[src/hdl/dc_pi_phase_sync_macros.svh]
// Assertion macros for the dc_pi_phase_sync block.
// Included by the top level; no other dependencies.
`ifndef DC_PI_PHASE_SYNC_MACROS_SVH
`define DC_PI_PHASE_SYNC_MACROS_SVH

`ifndef NO_ASSERTIONS
`define DCPS_ASSERT_ALWAYS(lbl, clk, rst, expr, msg) \
   lbl: assert property (@(posedge clk) disable iff (rst) (expr)) else $error(msg);
`define DCPS_ASSERT_NEXT(lbl, clk, rst, ante, cons, msg) \
   lbl: assert property (@(posedge clk) disable iff (rst) (ante) |=> (cons)) else $error(msg);
`else
`define DCPS_ASSERT_ALWAYS(lbl, clk, rst, expr, msg)
`define DCPS_ASSERT_NEXT(lbl, clk, rst, ante, cons, msg)
`endif

`endif

[src/hdl/dcps_pkg.sv]
// Shared types and constants for the dc_pi_phase_sync block.
// No dependencies.
package dcps_pkg;

   localparam int RefWidth    = 63;
   localparam int MagWidth    = 64;
   localparam int CycleWidth  = 30;
   localparam int ErrWidth    = 32;
   localparam int AdjWidth    = 34;
   localparam int GainWidth   = 15;
   localparam int QshWidth    = 4;
   localparam int CountWidth  = 6;
   localparam int AddrWidth   = 5;
   localparam int ReqDataWidth = 64;
   localparam int RspDataWidth = 72;

   // register indexes (byte address bits [4:2])
   localparam logic [2:0] REG_CYCLE_NS = 3'd0;
   localparam logic [2:0] REG_SHIFT_NS = 3'd1;
   localparam logic [2:0] REG_KP_GAIN  = 3'd2;
   localparam logic [2:0] REG_KP_SHIFT = 3'd3;
   localparam logic [2:0] REG_KI_GAIN  = 3'd4;
   localparam logic [2:0] REG_KI_SHIFT = 3'd5;

   localparam logic [CycleWidth-1:0] CYCLE_NS_RESET = 30'd1000000;
   localparam logic [ErrWidth-1:0]   SHIFT_NS_RESET = 32'd0;
   localparam logic [GainWidth-1:0]  KP_GAIN_RESET  = 15'd3276;
   localparam logic [QshWidth-1:0]   KP_SHIFT_RESET = 4'd15;
   localparam logic [GainWidth-1:0]  KI_GAIN_RESET  = 15'd32;
   localparam logic [QshWidth-1:0]   KI_SHIFT_RESET = 4'd15;

   typedef struct packed {
      logic [CycleWidth-1:0] cycle_ns;
      logic [ErrWidth-1:0]   shift_ns;
      logic [GainWidth-1:0]  kp_gain;
      logic [QshWidth-1:0]   kp_shift;
      logic [GainWidth-1:0]  ki_gain;
      logic [QshWidth-1:0]   ki_shift;
   } cfg_type;

   typedef struct packed {
      logic load;
      logic div_step;
      logic err_calc;
      logic mul;
      logic inc;
      logic acc;
      logic out_load;
   } cmd_type;

   typedef struct packed {
      logic div_last;
   } status_type;

endpackage

[src/hdl/dcps_csr.sv]
// Configuration register file of the dc_pi_phase_sync block, APB-style access.
// Depends on dcps_pkg.
module dcps_csr (
   input  logic                           clock,
   input  logic                           reset,
   input  logic                           psel,
   input  logic                           penable,
   input  logic                           pwrite,
   input  logic [dcps_pkg::AddrWidth-1:0] paddr,
   input  logic [31:0]                    pwdata,
   output logic [31:0]                    prdata,
   output logic                           pready,
   output dcps_pkg::cfg_type              cfg
);

   dcps_pkg::cfg_type cfg_ff, cfg_in;
   logic       wr_en;
   logic [2:0] idx;

   assign pready = 1'b1;
   assign wr_en  = psel & penable & pwrite;
   assign idx    = paddr[4:2];
   assign cfg    = cfg_ff;

   always_comb begin
      cfg_in = cfg_ff;
      if (wr_en) begin
         unique case (idx)
            dcps_pkg::REG_CYCLE_NS: cfg_in.cycle_ns = pwdata[dcps_pkg::CycleWidth-1:0];
            dcps_pkg::REG_SHIFT_NS: cfg_in.shift_ns = pwdata;
            dcps_pkg::REG_KP_GAIN:  cfg_in.kp_gain  = pwdata[dcps_pkg::GainWidth-1:0];
            dcps_pkg::REG_KP_SHIFT: cfg_in.kp_shift = pwdata[dcps_pkg::QshWidth-1:0];
            dcps_pkg::REG_KI_GAIN:  cfg_in.ki_gain  = pwdata[dcps_pkg::GainWidth-1:0];
            dcps_pkg::REG_KI_SHIFT: cfg_in.ki_shift = pwdata[dcps_pkg::QshWidth-1:0];
            default: ;
         endcase
      end
   end

   always_comb begin
      unique case (idx)
         dcps_pkg::REG_CYCLE_NS: prdata = {2'd0, cfg_ff.cycle_ns};
         dcps_pkg::REG_SHIFT_NS: prdata = cfg_ff.shift_ns;
         dcps_pkg::REG_KP_GAIN:  prdata = {17'd0, cfg_ff.kp_gain};
         dcps_pkg::REG_KP_SHIFT: prdata = {28'd0, cfg_ff.kp_shift};
         dcps_pkg::REG_KI_GAIN:  prdata = {17'd0, cfg_ff.ki_gain};
         dcps_pkg::REG_KI_SHIFT: prdata = {28'd0, cfg_ff.ki_shift};
         default:                prdata = 32'd0;
      endcase
   end

   always_ff @(posedge clock) begin
      if (reset) begin
         cfg_ff.cycle_ns <= dcps_pkg::CYCLE_NS_RESET;
         cfg_ff.shift_ns <= dcps_pkg::SHIFT_NS_RESET;
         cfg_ff.kp_gain  <= dcps_pkg::KP_GAIN_RESET;
         cfg_ff.kp_shift <= dcps_pkg::KP_SHIFT_RESET;
         cfg_ff.ki_gain  <= dcps_pkg::KI_GAIN_RESET;
         cfg_ff.ki_shift <= dcps_pkg::KI_SHIFT_RESET;
      end else begin
         cfg_ff <= cfg_in;
      end
   end

endmodule

[src/hdl/dcps_dp.sv]
// Datapath of the dc_pi_phase_sync block: offset subtract, bit-serial remainder,
// phase wrap, PI multiplies, integral and output register. Depends on dcps_pkg.
module dcps_dp (
   input  logic                              clock,
   input  logic                              reset,
   input  dcps_pkg::cfg_type                 cfg,
   input  dcps_pkg::cmd_type                 cmd,
   input  logic [dcps_pkg::RefWidth-1:0]     ref_time,
   output dcps_pkg::status_type              status,
   output logic [dcps_pkg::AdjWidth-1:0]     adjust_ns,
   output logic [dcps_pkg::ErrWidth-1:0]     phase_err
);

   localparam int MW = dcps_pkg::MagWidth;
   localparam int CW = dcps_pkg::CycleWidth;
   localparam int EW = dcps_pkg::ErrWidth;
   localparam int AW = dcps_pkg::AdjWidth;

   logic [MW-1:0] quo_ff, quo_in;
   logic          neg_ff, neg_in;
   logic [CW-1:0] rem_ff, rem_in;
   logic [dcps_pkg::CountWidth-1:0] cnt_ff, cnt_in;
   logic [EW-1:0] err_ff, err_in;
   logic [EW-1:0] p_ff, p_in;
   logic [EW-1:0] sum_ff, sum_in;
   logic [EW-1:0] inc_ff, inc_in;
   logic [EW-1:0] acc_ff, acc_in;
   logic [EW-1:0] prev_ff, prev_in;
   logic [AW-1:0] adj_ff, adj_in;
   logic [EW-1:0] perr_ff, perr_in;

   logic [MW-1:0] ref_ext, shift_abs;
   logic [EW-1:0] trial;
   logic [EW-1:0] p_sh, acc_sh;

   assign ref_ext   = {1'b0, ref_time};
   assign shift_abs = cfg.shift_ns[EW-1] ? {32'd0, (~cfg.shift_ns) + 32'd1}
                                          : {32'd0, cfg.shift_ns};
   // one restoring step: shift in the next dividend bit, subtract if it fits
   assign trial  = {1'b0, rem_ff, quo_ff[MW-1]} - {2'b00, cfg.cycle_ns};
   assign p_sh   = EW'($signed(p_ff) >>> cfg.kp_shift);
   assign acc_sh = EW'($signed(acc_ff) >>> cfg.ki_shift);
   assign status.div_last = (cnt_ff == {dcps_pkg::CountWidth{1'b1}});

   always_comb begin
      quo_in = quo_ff;
      neg_in = neg_ff;
      rem_in = rem_ff;
      cnt_in = cnt_ff;
      if (cmd.load) begin
         cnt_in = '0;
         rem_in = '0;
         if (cfg.shift_ns[EW-1]) begin
            quo_in = ref_ext + shift_abs;
            neg_in = 1'b0;
         end else if (ref_ext >= shift_abs) begin
            quo_in = ref_ext - shift_abs;
            neg_in = 1'b0;
         end else begin
            quo_in = shift_abs - ref_ext;
            neg_in = 1'b1;
         end
      end else if (cmd.div_step) begin
         quo_in = {quo_ff[MW-2:0], 1'b0};
         cnt_in = cnt_ff + 1'b1;
         if (!trial[EW-1]) begin
            rem_in = trial[CW-1:0];
         end else begin
            rem_in = {rem_ff[CW-2:0], quo_ff[MW-1]};
         end
      end
   end

   always_comb begin
      err_in = err_ff;
      if (cmd.err_calc) begin
         if (cfg.cycle_ns == '0) begin
            err_in = '0;
         end else if (neg_ff) begin
            err_in = 32'd0 - {2'b00, rem_ff};
         end else if (rem_ff > (cfg.cycle_ns >> 1)) begin
            err_in = {2'b00, rem_ff} - {2'b00, cfg.cycle_ns};
         end else begin
            err_in = {2'b00, rem_ff};
         end
      end
   end

   always_comb begin
      p_in    = p_ff;
      sum_in  = sum_ff;
      inc_in  = inc_ff;
      acc_in  = acc_ff;
      prev_in = prev_ff;
      adj_in  = adj_ff;
      perr_in = perr_ff;
      if (cmd.mul) begin
         p_in   = err_ff * {17'd0, cfg.kp_gain};
         sum_in = err_ff + prev_ff;
      end
      if (cmd.inc) begin
         inc_in = sum_ff * {17'd0, cfg.ki_gain};
      end
      if (cmd.acc) begin
         acc_in  = acc_ff + inc_ff;
         prev_in = err_ff;
      end
      if (cmd.out_load) begin
         adj_in  = 34'd0 - {{2{p_sh[EW-1]}}, p_sh} - {{2{acc_sh[EW-1]}}, acc_sh};
         perr_in = err_ff;
      end
   end

   always_ff @(posedge clock) begin
      if (reset) begin
         acc_ff  <= '0;
         prev_ff <= '0;
      end else begin
         acc_ff  <= acc_in;
         prev_ff <= prev_in;
      end
   end

   always_ff @(posedge clock) begin
      quo_ff  <= quo_in;
      neg_ff  <= neg_in;
      rem_ff  <= rem_in;
      cnt_ff  <= cnt_in;
      err_ff  <= err_in;
      p_ff    <= p_in;
      sum_ff  <= sum_in;
      inc_ff  <= inc_in;
      adj_ff  <= adj_in;
      perr_ff <= perr_in;
   end

   assign adjust_ns = adj_ff;
   assign phase_err = perr_ff;

endmodule

[src/hdl/dcps_ctrl.sv]
// Sequencer of the dc_pi_phase_sync block: steps the datapath through one word
// and owns the result valid flag. Depends on dcps_pkg.
module dcps_ctrl (
   input  logic                 clock,
   input  logic                 reset,
   input  logic                 req_tvalid,
   output logic                 req_tready,
   output logic                 rsp_tvalid,
   input  logic                 rsp_tready,
   input  dcps_pkg::status_type status,
   output dcps_pkg::cmd_type    cmd
);

   localparam logic [2:0] ST_IDLE = 3'd0;
   localparam logic [2:0] ST_DIV  = 3'd1;
   localparam logic [2:0] ST_ERR  = 3'd2;
   localparam logic [2:0] ST_MUL  = 3'd3;
   localparam logic [2:0] ST_INC  = 3'd4;
   localparam logic [2:0] ST_ACC  = 3'd5;
   localparam logic [2:0] ST_DONE = 3'd6;

   logic [2:0] state_ff, state_in;
   logic       valid_ff, valid_in;

   assign req_tready = (state_ff == ST_IDLE);
   assign rsp_tvalid = valid_ff;

   always_comb begin
      state_in = state_ff;
      cmd      = '0;
      valid_in = valid_ff & ~rsp_tready;
      unique case (state_ff)
         ST_IDLE: begin
            if (req_tvalid) begin
               cmd.load = 1'b1;
               state_in = ST_DIV;
            end
         end
         ST_DIV: begin
            cmd.div_step = 1'b1;
            if (status.div_last) begin
               state_in = ST_ERR;
            end
         end
         ST_ERR: begin
            cmd.err_calc = 1'b1;
            state_in     = ST_MUL;
         end
         ST_MUL: begin
            cmd.mul  = 1'b1;
            state_in = ST_INC;
         end
         ST_INC: begin
            cmd.inc  = 1'b1;
            state_in = ST_ACC;
         end
         ST_ACC: begin
            cmd.acc  = 1'b1;
            state_in = ST_DONE;
         end
         ST_DONE: begin
            // hold until the output register is free
            if (!valid_ff || rsp_tready) begin
               cmd.out_load = 1'b1;
               valid_in     = 1'b1;
               state_in     = ST_IDLE;
            end
         end
         default: state_in = ST_IDLE;
      endcase
   end

   always_ff @(posedge clock) begin
      if (reset) begin
         state_ff <= ST_IDLE;
         valid_ff <= 1'b0;
      end else begin
         state_ff <= state_in;
         valid_ff <= valid_in;
      end
   end

endmodule

[src/hdl/dc_pi_phase_sync.sv]
// rsp_tvalid rises once the accepted req word has passed the 64-step bit-serial
// remainder unit and the error, multiply, integral and output steps; no new word
// is accepted until the result is loaded into the output register.
// Reset (synchronous, active high): registers to defaults, integral and previous
// error to zero, no result pending. Depends on dcps_pkg, dcps_csr, dcps_ctrl, dcps_dp.
`include "dc_pi_phase_sync_macros.svh"

module dc_pi_phase_sync (
   input  logic                              clock,
   input  logic                              reset,
   input  logic                              req_tvalid,
   output logic                              req_tready,
   input  logic [dcps_pkg::ReqDataWidth-1:0] req_tdata,  // [62:0] ref_time
   output logic                              rsp_tvalid,
   input  logic                              rsp_tready,
   output logic [dcps_pkg::RspDataWidth-1:0] rsp_tdata,  // [33:0] adjust_ns, [65:34] phase_err
   input  logic                              csr_psel,
   input  logic                              csr_penable,
   input  logic                              csr_pwrite,
   input  logic [dcps_pkg::AddrWidth-1:0]    csr_paddr,
   input  logic [31:0]                       csr_pwdata,
   output logic [31:0]                       csr_prdata,
   output logic                              csr_pready
);

   dcps_pkg::cfg_type    cfg;
   dcps_pkg::cmd_type    cmd;
   dcps_pkg::status_type status;
   logic [dcps_pkg::AdjWidth-1:0] adjust_ns;
   logic [dcps_pkg::ErrWidth-1:0] phase_err;

   dcps_csr u_csr (
      .clock   (clock),
      .reset   (reset),
      .psel    (csr_psel),
      .penable (csr_penable),
      .pwrite  (csr_pwrite),
      .paddr   (csr_paddr),
      .pwdata  (csr_pwdata),
      .prdata  (csr_prdata),
      .pready  (csr_pready),
      .cfg     (cfg)
   );

   dcps_ctrl u_ctrl (
      .clock      (clock),
      .reset      (reset),
      .req_tvalid (req_tvalid),
      .req_tready (req_tready),
      .rsp_tvalid (rsp_tvalid),
      .rsp_tready (rsp_tready),
      .status     (status),
      .cmd        (cmd)
   );

   dcps_dp u_dp (
      .clock     (clock),
      .reset     (reset),
      .cfg       (cfg),
      .cmd       (cmd),
      .ref_time  (req_tdata[dcps_pkg::RefWidth-1:0]),
      .status    (status),
      .adjust_ns (adjust_ns),
      .phase_err (phase_err)
   );

   assign rsp_tdata = {6'd0, phase_err, adjust_ns};

   `DCPS_ASSERT_NEXT(a_busy_after_accept, clock, reset, req_tvalid && req_tready, !req_tready, "accepted a word while busy")
   `DCPS_ASSERT_ALWAYS(a_cmd_onehot, clock, reset, $onehot0(cmd), "more than one datapath command")
   `DCPS_ASSERT_ALWAYS(a_result_from_busy, clock, reset, !$rose(rsp_tvalid) || $past(!req_tready), "result without work")

endmodule

[config.mk]
export PLATFORM = sky130hd
export DESIGN_NAME = dc_pi_phase_sync
export DESIGN_NICKNAME = d
export VERILOG_FILES = /design/src/hdl/dcps_pkg.sv /design/src/hdl/dcps_csr.sv /design/src/hdl/dcps_dp.sv /design/src/hdl/dcps_ctrl.sv /design/src/hdl/dc_pi_phase_sync.sv
export VERILOG_INCLUDE_DIRS = /design/src /design/src/hdl
export SDC_FILE = /design/constraint.sdc
export NUM_CORES = 2
export LEC_CHECK = 0
export BUFFER_PORTS_ARGS = -buffer_cell sky130_fd_sc_hd__buf_2
export CAP_MARGIN = 10
export CORE_ASPECT_RATIO = 0.6
export CORE_UTILIZATION = 40
export DETAILED_ROUTE_END_ITERATION = 6
export SLEW_MARGIN = 20
export SYNTH_ARGS = -nofsm -noshare
export SYNTH_HDL_FRONTEND = slang
export SYNTH_HIERARCHICAL = 1
export SYNTH_SLANG_ARGS = --single-unit
[constraint.sdc]
create_clock -name clock -period 10.9 [get_ports clock]
set_clock_uncertainty 0.05 [all_clocks]
set_input_delay 2.18 -clock clock [delete_from_list [all_inputs] [get_ports clock]]
set_output_delay 2.18 -clock clock [all_outputs]
set_load 0.02 [all_outputs]
Word-level counts from Yosys, hierarchy flattened. Index checks and enable logic that the tools add are counted.

Logic and storage cells: 96. Memories kept: 0. Register bits: 463. Bits in read-only memories: 0. Input port bits: 108. Memory bits (writable): 0. Latch bits: 0. Output and inout bits: 107.

Add/subtract/negate cells: 12. Multipliers: 2. Magnitude comparators: 2. Reductions and logical operators: 13. Mux-type cells: 25. Divide/modulo/power cells: 0. Bitwise gates (word level): 5. Eq/ne operators: 15. Shifts and indexed selects: 2.

Operator list (count): $mux 64 (4); $pmux 32 s6 (1); $mux 32 (3); $add 32x32->32 (2); $add 63x64->64 (1); $ge 63x64->1 (1); $mul 32x15->32 (2); $sshr 32x4->32 (2); $sub 63x64->64 (1); $sub 64x63->64 (1); $sub 34x34->34 (1); $sub 1x32->33 const A (1); $add 32x1->32 const B (1); $not 32->32 (1); $sub 31x30->32 (1); $sub 1x30->31 const A (1); $sub 30x30->31 (1); $gt 30x29->1 (1); $logic_not 30->1 (1); $mux 30 (1); $pmux 3 s7 (1); $eq 3x3->1 const B (5); $eq 3x2->1 const B (4); $mux 1 (12); other kinds (14) (26).

Logic depth before layout (Yosys ltp).
Depth in word-level cells: 7. Gate-level depth with buffers: 26. Mapped depth without buffers: 25.

Hierarchy. The synthesis kept the hierarchy.

By module, submodules not included: dcps_dp (area an instance 53035.9 um2, seq. area each 9699.3 um2, times used 1, cells an instance 6077); dcps_csr (area an instance 4858.4 um2, seq. area each 2001.9 um2, times used 1, cells an instance 573); dcps_ctrl (area an instance 237.7 um2, seq. area each 80.1 um2, times used 1, cells an instance 30); dc_pi_phase_sync (area an instance 48.8 um2, seq. area each 0.0 um2, times used 1, cells an instance 7).

Worst setup path after synthesis. OpenSTA, ideal clock, no wires.

Path kind: input -> register. Start point: in rsp_tready. End point: reg u_dp.adj_ff[0], in the netlist u_dp/adjust_ns[0], enable pin. Setup slack: 1.821 ns. Library setup time: 0.648 ns. Stages: 2. Arrival: 8.380 ns. Path buffers: 0. Data required time: 10.202 ns. Path through: nor2b_1 nor4_1.

RTL lines: start, declared (line dc_pi_phase_sync.sv:15) `input logic rsp_tready,`; end signal, assigned (line dcps_dp.sv:133) `adj_ff <= adj_in;`; end, declared (line dcps_dp.sv:29) `logic [AW-1:0] adj_ff, adj_in;`.

Final worst setup path.
Start point: reg u_csr.cfg_ff, in the netlist u_csr/cfg[43]. End point: reg u_dp.quo_ff[37] (data pin).

Word-level cells in the longest chain between the ends: 7. Elaborated cells between the ends (all ways): 10. Classes of those cells: add/sub: 4; order compare: 1; mux: 4; bitwise: 1.

Ends and longest elaborated chain: start, declared (line dcps_csr.sv:16) `dcps_pkg::cfg_type cfg_ff, cfg_in;`; start signal, assigned (line dcps_csr.sv:61) `cfg_ff <= cfg_in;`; $not 32->32 (line dcps_dp.sv:37) `assign shift_abs = cfg.shift_ns[EW-1] ? {32'd0, (~cfg.shift_ns) + 32'd1}`; $add 32x1->32 (line dcps_dp.sv:37); $mux 32 * (line dcps_dp.sv:37); $sub 64x63->64, or another cell as far along (line dcps_dp.sv:60) `quo_in = shift_abs - ref_ext;`; $mux 64 (line dcps_dp.sv:56) `end else if (ref_ext >= shift_abs) begin`; $mux 64 * (line dcps_dp.sv:53) `if (cfg.shift_ns[EW-1]) begin`; $mux 64 * (line dcps_dp.sv:50) `if (cmd.load) begin`; net u_dp.quo_in[37] (line dcps_dp.sv:19) `logic [MW-1:0] quo_ff, quo_in;`; end signal, assigned (line dcps_dp.sv:125) `quo_ff <= quo_in;`; end, declared (line dcps_dp.sv:19).

Mark *: on every way through the listed nets, which the timed path passes. The rest lies on a longest branch. A chain may end at the register's enable or synchronous reset.

==> flow_results.org <==
** Run status
- The run finished, with violations left.
- The checks that failed: DRC.

** Critical path
- Critical path fanouts, max :: 22
- Crit path capture type :: register
- For the worst setup path, the data arrival time is 8.81 ns.
- The slowest stage of the critical path is the mux2i_1 cell.
- On the worst path, the slowest cell contributes a delay of 1.02 ns.
- WP data required :: 11.29 ns
- Nature of the critical path startpoint :: register
- Critical Setup Path Class :: register to register
- Walking the worst path, the cells encountered are or4_1 -> or3_1 -> or4_1 -> nor2_1 -> nand2_1 -> or3_1 -> o41ai_1 -> xnor2_1 -> inv_1 -> ha_1 -> a21oi_1 -> o21ai_0 -> a21o_1 -> or3_4 -> nor2_4 -> buf_4 -> mux2i_1 -> a21oi_1 -> a31oi_1 -> xnor2_1 -> mux2_2.

** Clock network
- Count of H-tree levels built during CTS :: 2
- Post-CTS Resized :: 0
- Buffer levels on the longest clock path :: 3
- Total setup buffers inserted after CTS :: 0
- Later-pin clock latency in the skew report :: 0.69 ns
- TritonCTS built the clock tree.
- Clock Pin Slew Worst Setup and Hold Paths :: 0.07 ns
- Number of hold buffers added after CTS :: 0
- Number of sinks driven by the clock tree :: 460
- The number of clock buffers added by TritonCTS is 51.
- CTS placed an instance of clkbuf_16 at the clock tree root.

** Drt
- Count of vias placed by the detailed router :: 48984
- The highest metal layer carrying signal wires in the routed design is met5.
- TritonRoute pass-1 iters :: 7
- Drc violations :: 6
- Summed over all layers, the routed wires come to 192 mm.
- Once detail routing completed, the nets flagged for antenna violations numbered 0.
- Dividing the detail-routed via count by the number of cells gives 5.66.
- Summed over all nets, wire length on met2 after detailed routing comes to 74.3 mm.
- Met3 wire length :: 19.2 mm
- After detailed routing, the wire length on met1 is 94.5 mm.
- In the final routed layout, each cell accounts on average for 22.2 um.
- For this block, the initial DRC count from the detailed router was 5008.

** STA
- Final Max Slew Viols :: 0
- Accumulated negative setup slack :: 0 ns
- Of the available clock period, the critical path in the final layout requires 0.773.
- Derived from the worst setup path, the maximum achievable clock frequency is 119 MHz.
- At the pin with the least slew margin, the transition time is 1.34 ns.
- Worst hold slack across all endpoints :: 0.447 ns
- In this run the tightest slew margin relative to its limit is 0.0976.
- Final Hold Viols :: 0
- RSZ-0062 raised after global routing :: false
- Number of failing setup endpoints in the final timing report :: 0
- For the finished layout, the period the worst path requires is 8.42 ns.

** Power
- Cell internal power dissipation :: 3930 uW
- Of the total power, registers draw 0.335.
- Of the total power, the share spent switching nets is 0.369.
- The share of total power dissipated in the clock network is 0.313.
- Summed over all nets, the switching power comes to 2290 uW.
- Leakage :: 0.0275 uW
- The share of total power dissipated in combinational logic is 0.352.
- Power spread over the standard cell area amounts to 99.0 nW/um^2.
- Maximum VDD drop :: 147 uV

** Yosys
- In this run, synthesis produced a sequential element count of 460.
- In this run, distinct cell masters in the synthesized netlist total 99.
- Prevailing post-synth register cell :: edfxtp_1
- Cell area after technology mapping :: 58200 sq um
- Synthesized instance count :: 6687
- The synthesized design contains 257 enable-type register cells.
- A synthesized cell averages 8.70 sq um.
- Ys Warns :: 6
- For this run, asynchronously set or reset flops after synthesis account for 0.
- Of the synthesized area, sequential elements account for 0.202.

** Floorplanning
- Die span in x :: 494 um
- After floorplanning, the core was divided into 107 placement rows.
- # IOs :: 215
- The die is 297 um tall.
- Starting Density :: 0.407
- Die Outline Area :: 147000 sq um
- The total area inside the core boundary comes to 143000 sq um.

** Job
- Max-cap viol count :: 0

** Final layout
- Fill count :: 14032
- Layout cell share with drive strength beyond 1 :: 0.0833
- The area growth from synthesis to layout is 8.04%.
- Final core utilization :: 0.439
- Fin nets :: 7802

** Global routing
- Entering global routing, the biggest net connects 181 pins.
- Wire length of the first global-routing pass :: 295 mm
- The number of antenna violations at the first check in global routing is 13.
- Global-route total usage across every layer :: 0.259
- The via count of the first global-routing pass came to 47852.
- The total overflow left after global routing is 0.

** Hold path
- In this run the worst hold path is classified as register to register.

** Place
- At the end of routability-driven placement, the weighted congestion stood at 1.09.
- During placement, the flow inserted port buffers numbering 204.
- After legalization and detailed placement, the total HPWL measured 150 mm.
## worst max-delay path, delay by kind of cell (launching register included)
family,cells,cell delay [ns]
DFF,1,0.38
muxes,2,1.29
xor gates and xnor gates,2,0.41
and+or+nand+nor,8,3.42
AOI/OAI and AO/OA,6,1.83
buffers and inverters,2,0.54
adders and majority gates,1,0.23
## routing by layer
metal | up-vias | GRT usage
li1 | 22457 | -
met1 | 24289 | 0.403
met2 | 2016 | 0.351
met3 | 220 | 0.0641
met4 | 2 | 0.0596
met5 | - | 0
## synth_stat cells, types with 62 or more instances
cell type  number  area share
o21ai_0       342       0.029
nor2b_1       108       0.012
nor2_1        421       0.027
inv_1         829       0.053
edfxtp_1      257        0.13
nand2_1       656       0.042
a21oi_1       372       0.032
xnor2_1       240       0.036
mux2i_1       221       0.038
dfxtp_1       203       0.070
nand2b_1       80      0.0086
and2_1        432       0.046
nor3_1        108      0.0093
a21o_1         90       0.012
a211oi_1       62      0.0080
mux2_2         79       0.015
clkbuf_1      270       0.017
fa_1          586        0.20
ha_1          404       0.087
nand3_1        82      0.0071
xor2_1         81       0.012
## power groups by stage
stage / Sequential, uW / Combinational, uW / Clock, uW
2_1_floorplan: 2070 / 1590 / 0
3_3_place_gp: 2120 / 2100 / 0
3_5_place_dp: 2120 / 2130 / 0
4_1_cts: 2080 / 2150 / 2000
5_1_grt: 2090 / 2410 / 2060
6_report: 2080 / 2190 / 1950
## final timing paths
kind                         startpoint                          to  slack (ns)  depth (start not counted)
min reg2reg  u_csr/cfg[12]$_SDFFE_PP0P_  u_csr/cfg[12]$_SDFFE_PP0P_        0.45                          2
max reg2reg  u_csr/cfg[43]$_SDFFE_PP0P_   u_dp/quo_ff[37]$_DFFE_PP_        2.48                         21
min          u_csr/cfg[12]$_SDFFE_PP0P_  u_csr/cfg[12]$_SDFFE_PP0P_        0.45                          2
max          u_csr/cfg[43]$_SDFFE_PP0P_   u_dp/quo_ff[37]$_DFFE_PP_        2.48                         21
## stage by stage
| stage | setup WS, ns | instances | cell area (sq um) | power (uW) |
|---|---|---|---|---|
| 2_1_floorplan | 1.82 | 6692 | 58200 | 3660 |
| 3_3_place_gp | 3.14 | 8557 | 61000 | 4220 |
| 3_5_place_dp | 3.10 | 8557 | 61000 | 4250 |
| 4_1_cts | 3.06 | 8653 | 62800 | 6230 |
| 5_1_grt | 2.39 | 8655 | 62800 | 6570 |
| 6_report | 2.48 | 8659 | 62900 | 6220 |
## placed cells by master, fill, tap and decap left out, types with 35 or more instances in the layout
cell type  synthesis  final
inv_1            829    828
nand2_1          656    656
fa_1             586    586
and2_1           432    431
nor2_1           421    420
ha_1             404    404
a21oi_1          372    372
o21ai_0          342    339
edfxtp_1         257    257
xnor2_1          240    240
mux2i_1          221    221
buf_2             11    203
dfxtp_1          203    194
nor2b_1          108    108
nor3_1           108    106
a21o_1            90     90
nand3_1           82     82
buf_4             13     81
xor2_1            81     81
nand2b_1          80     80
mux2_2            79     79
a211oi_1          62     62
o21bai_1          61     61
nand4_1           52     52
a31oi_1           52     52
clkbuf_16          0     51
and3_1            44     42
or3_1             39     39
o21a_1            38     38
o211ai_1          37     37
nor4_1            36     35
## final cells by class
cell class | instances | area [sq um] | share of cell area
repair buffers | 287 | 1680 | 0.0268
diodes | 5 | 12.5 | 0.000199
well taps | 1907 | 2390 | 0.0380
inverters | 838 | 3150 | 0.0500
clock inverters | 39 | 495 | 0.00788
flip-flops and latches | 460 | 11800 | 0.188
multi-input cells | 5066 | 42000 | 0.668
clock buffers | 57 | 1340 | 0.0213
## registers in the layout, indices dropped and copies added (netlist names), 32 cells and up
register and cells:
u_csr/cfg 100, u_dp/quo_ff 64, u_dp/adjust_ns 34, u_dp/acc_ff 32, u_dp/inc_ff 32, u_dp/p_ff 32, u_dp/sum_ff 32
## kinds of logic after synthesis
logic type                 count (synthesis)  synth area share
AOI/OAI and AO/OA                       1275             0.136
buffers and inverters                   1166            0.0768
and+or+nand+nor                         2144             0.183
xor gates and xnor gates                 321            0.0483
DFF                                      460             0.202
adders and majority gates                990             0.289
other                                      2          0.000129
muxes                                    329            0.0644
No activity file was read; power rests on OpenSTA's default activity.
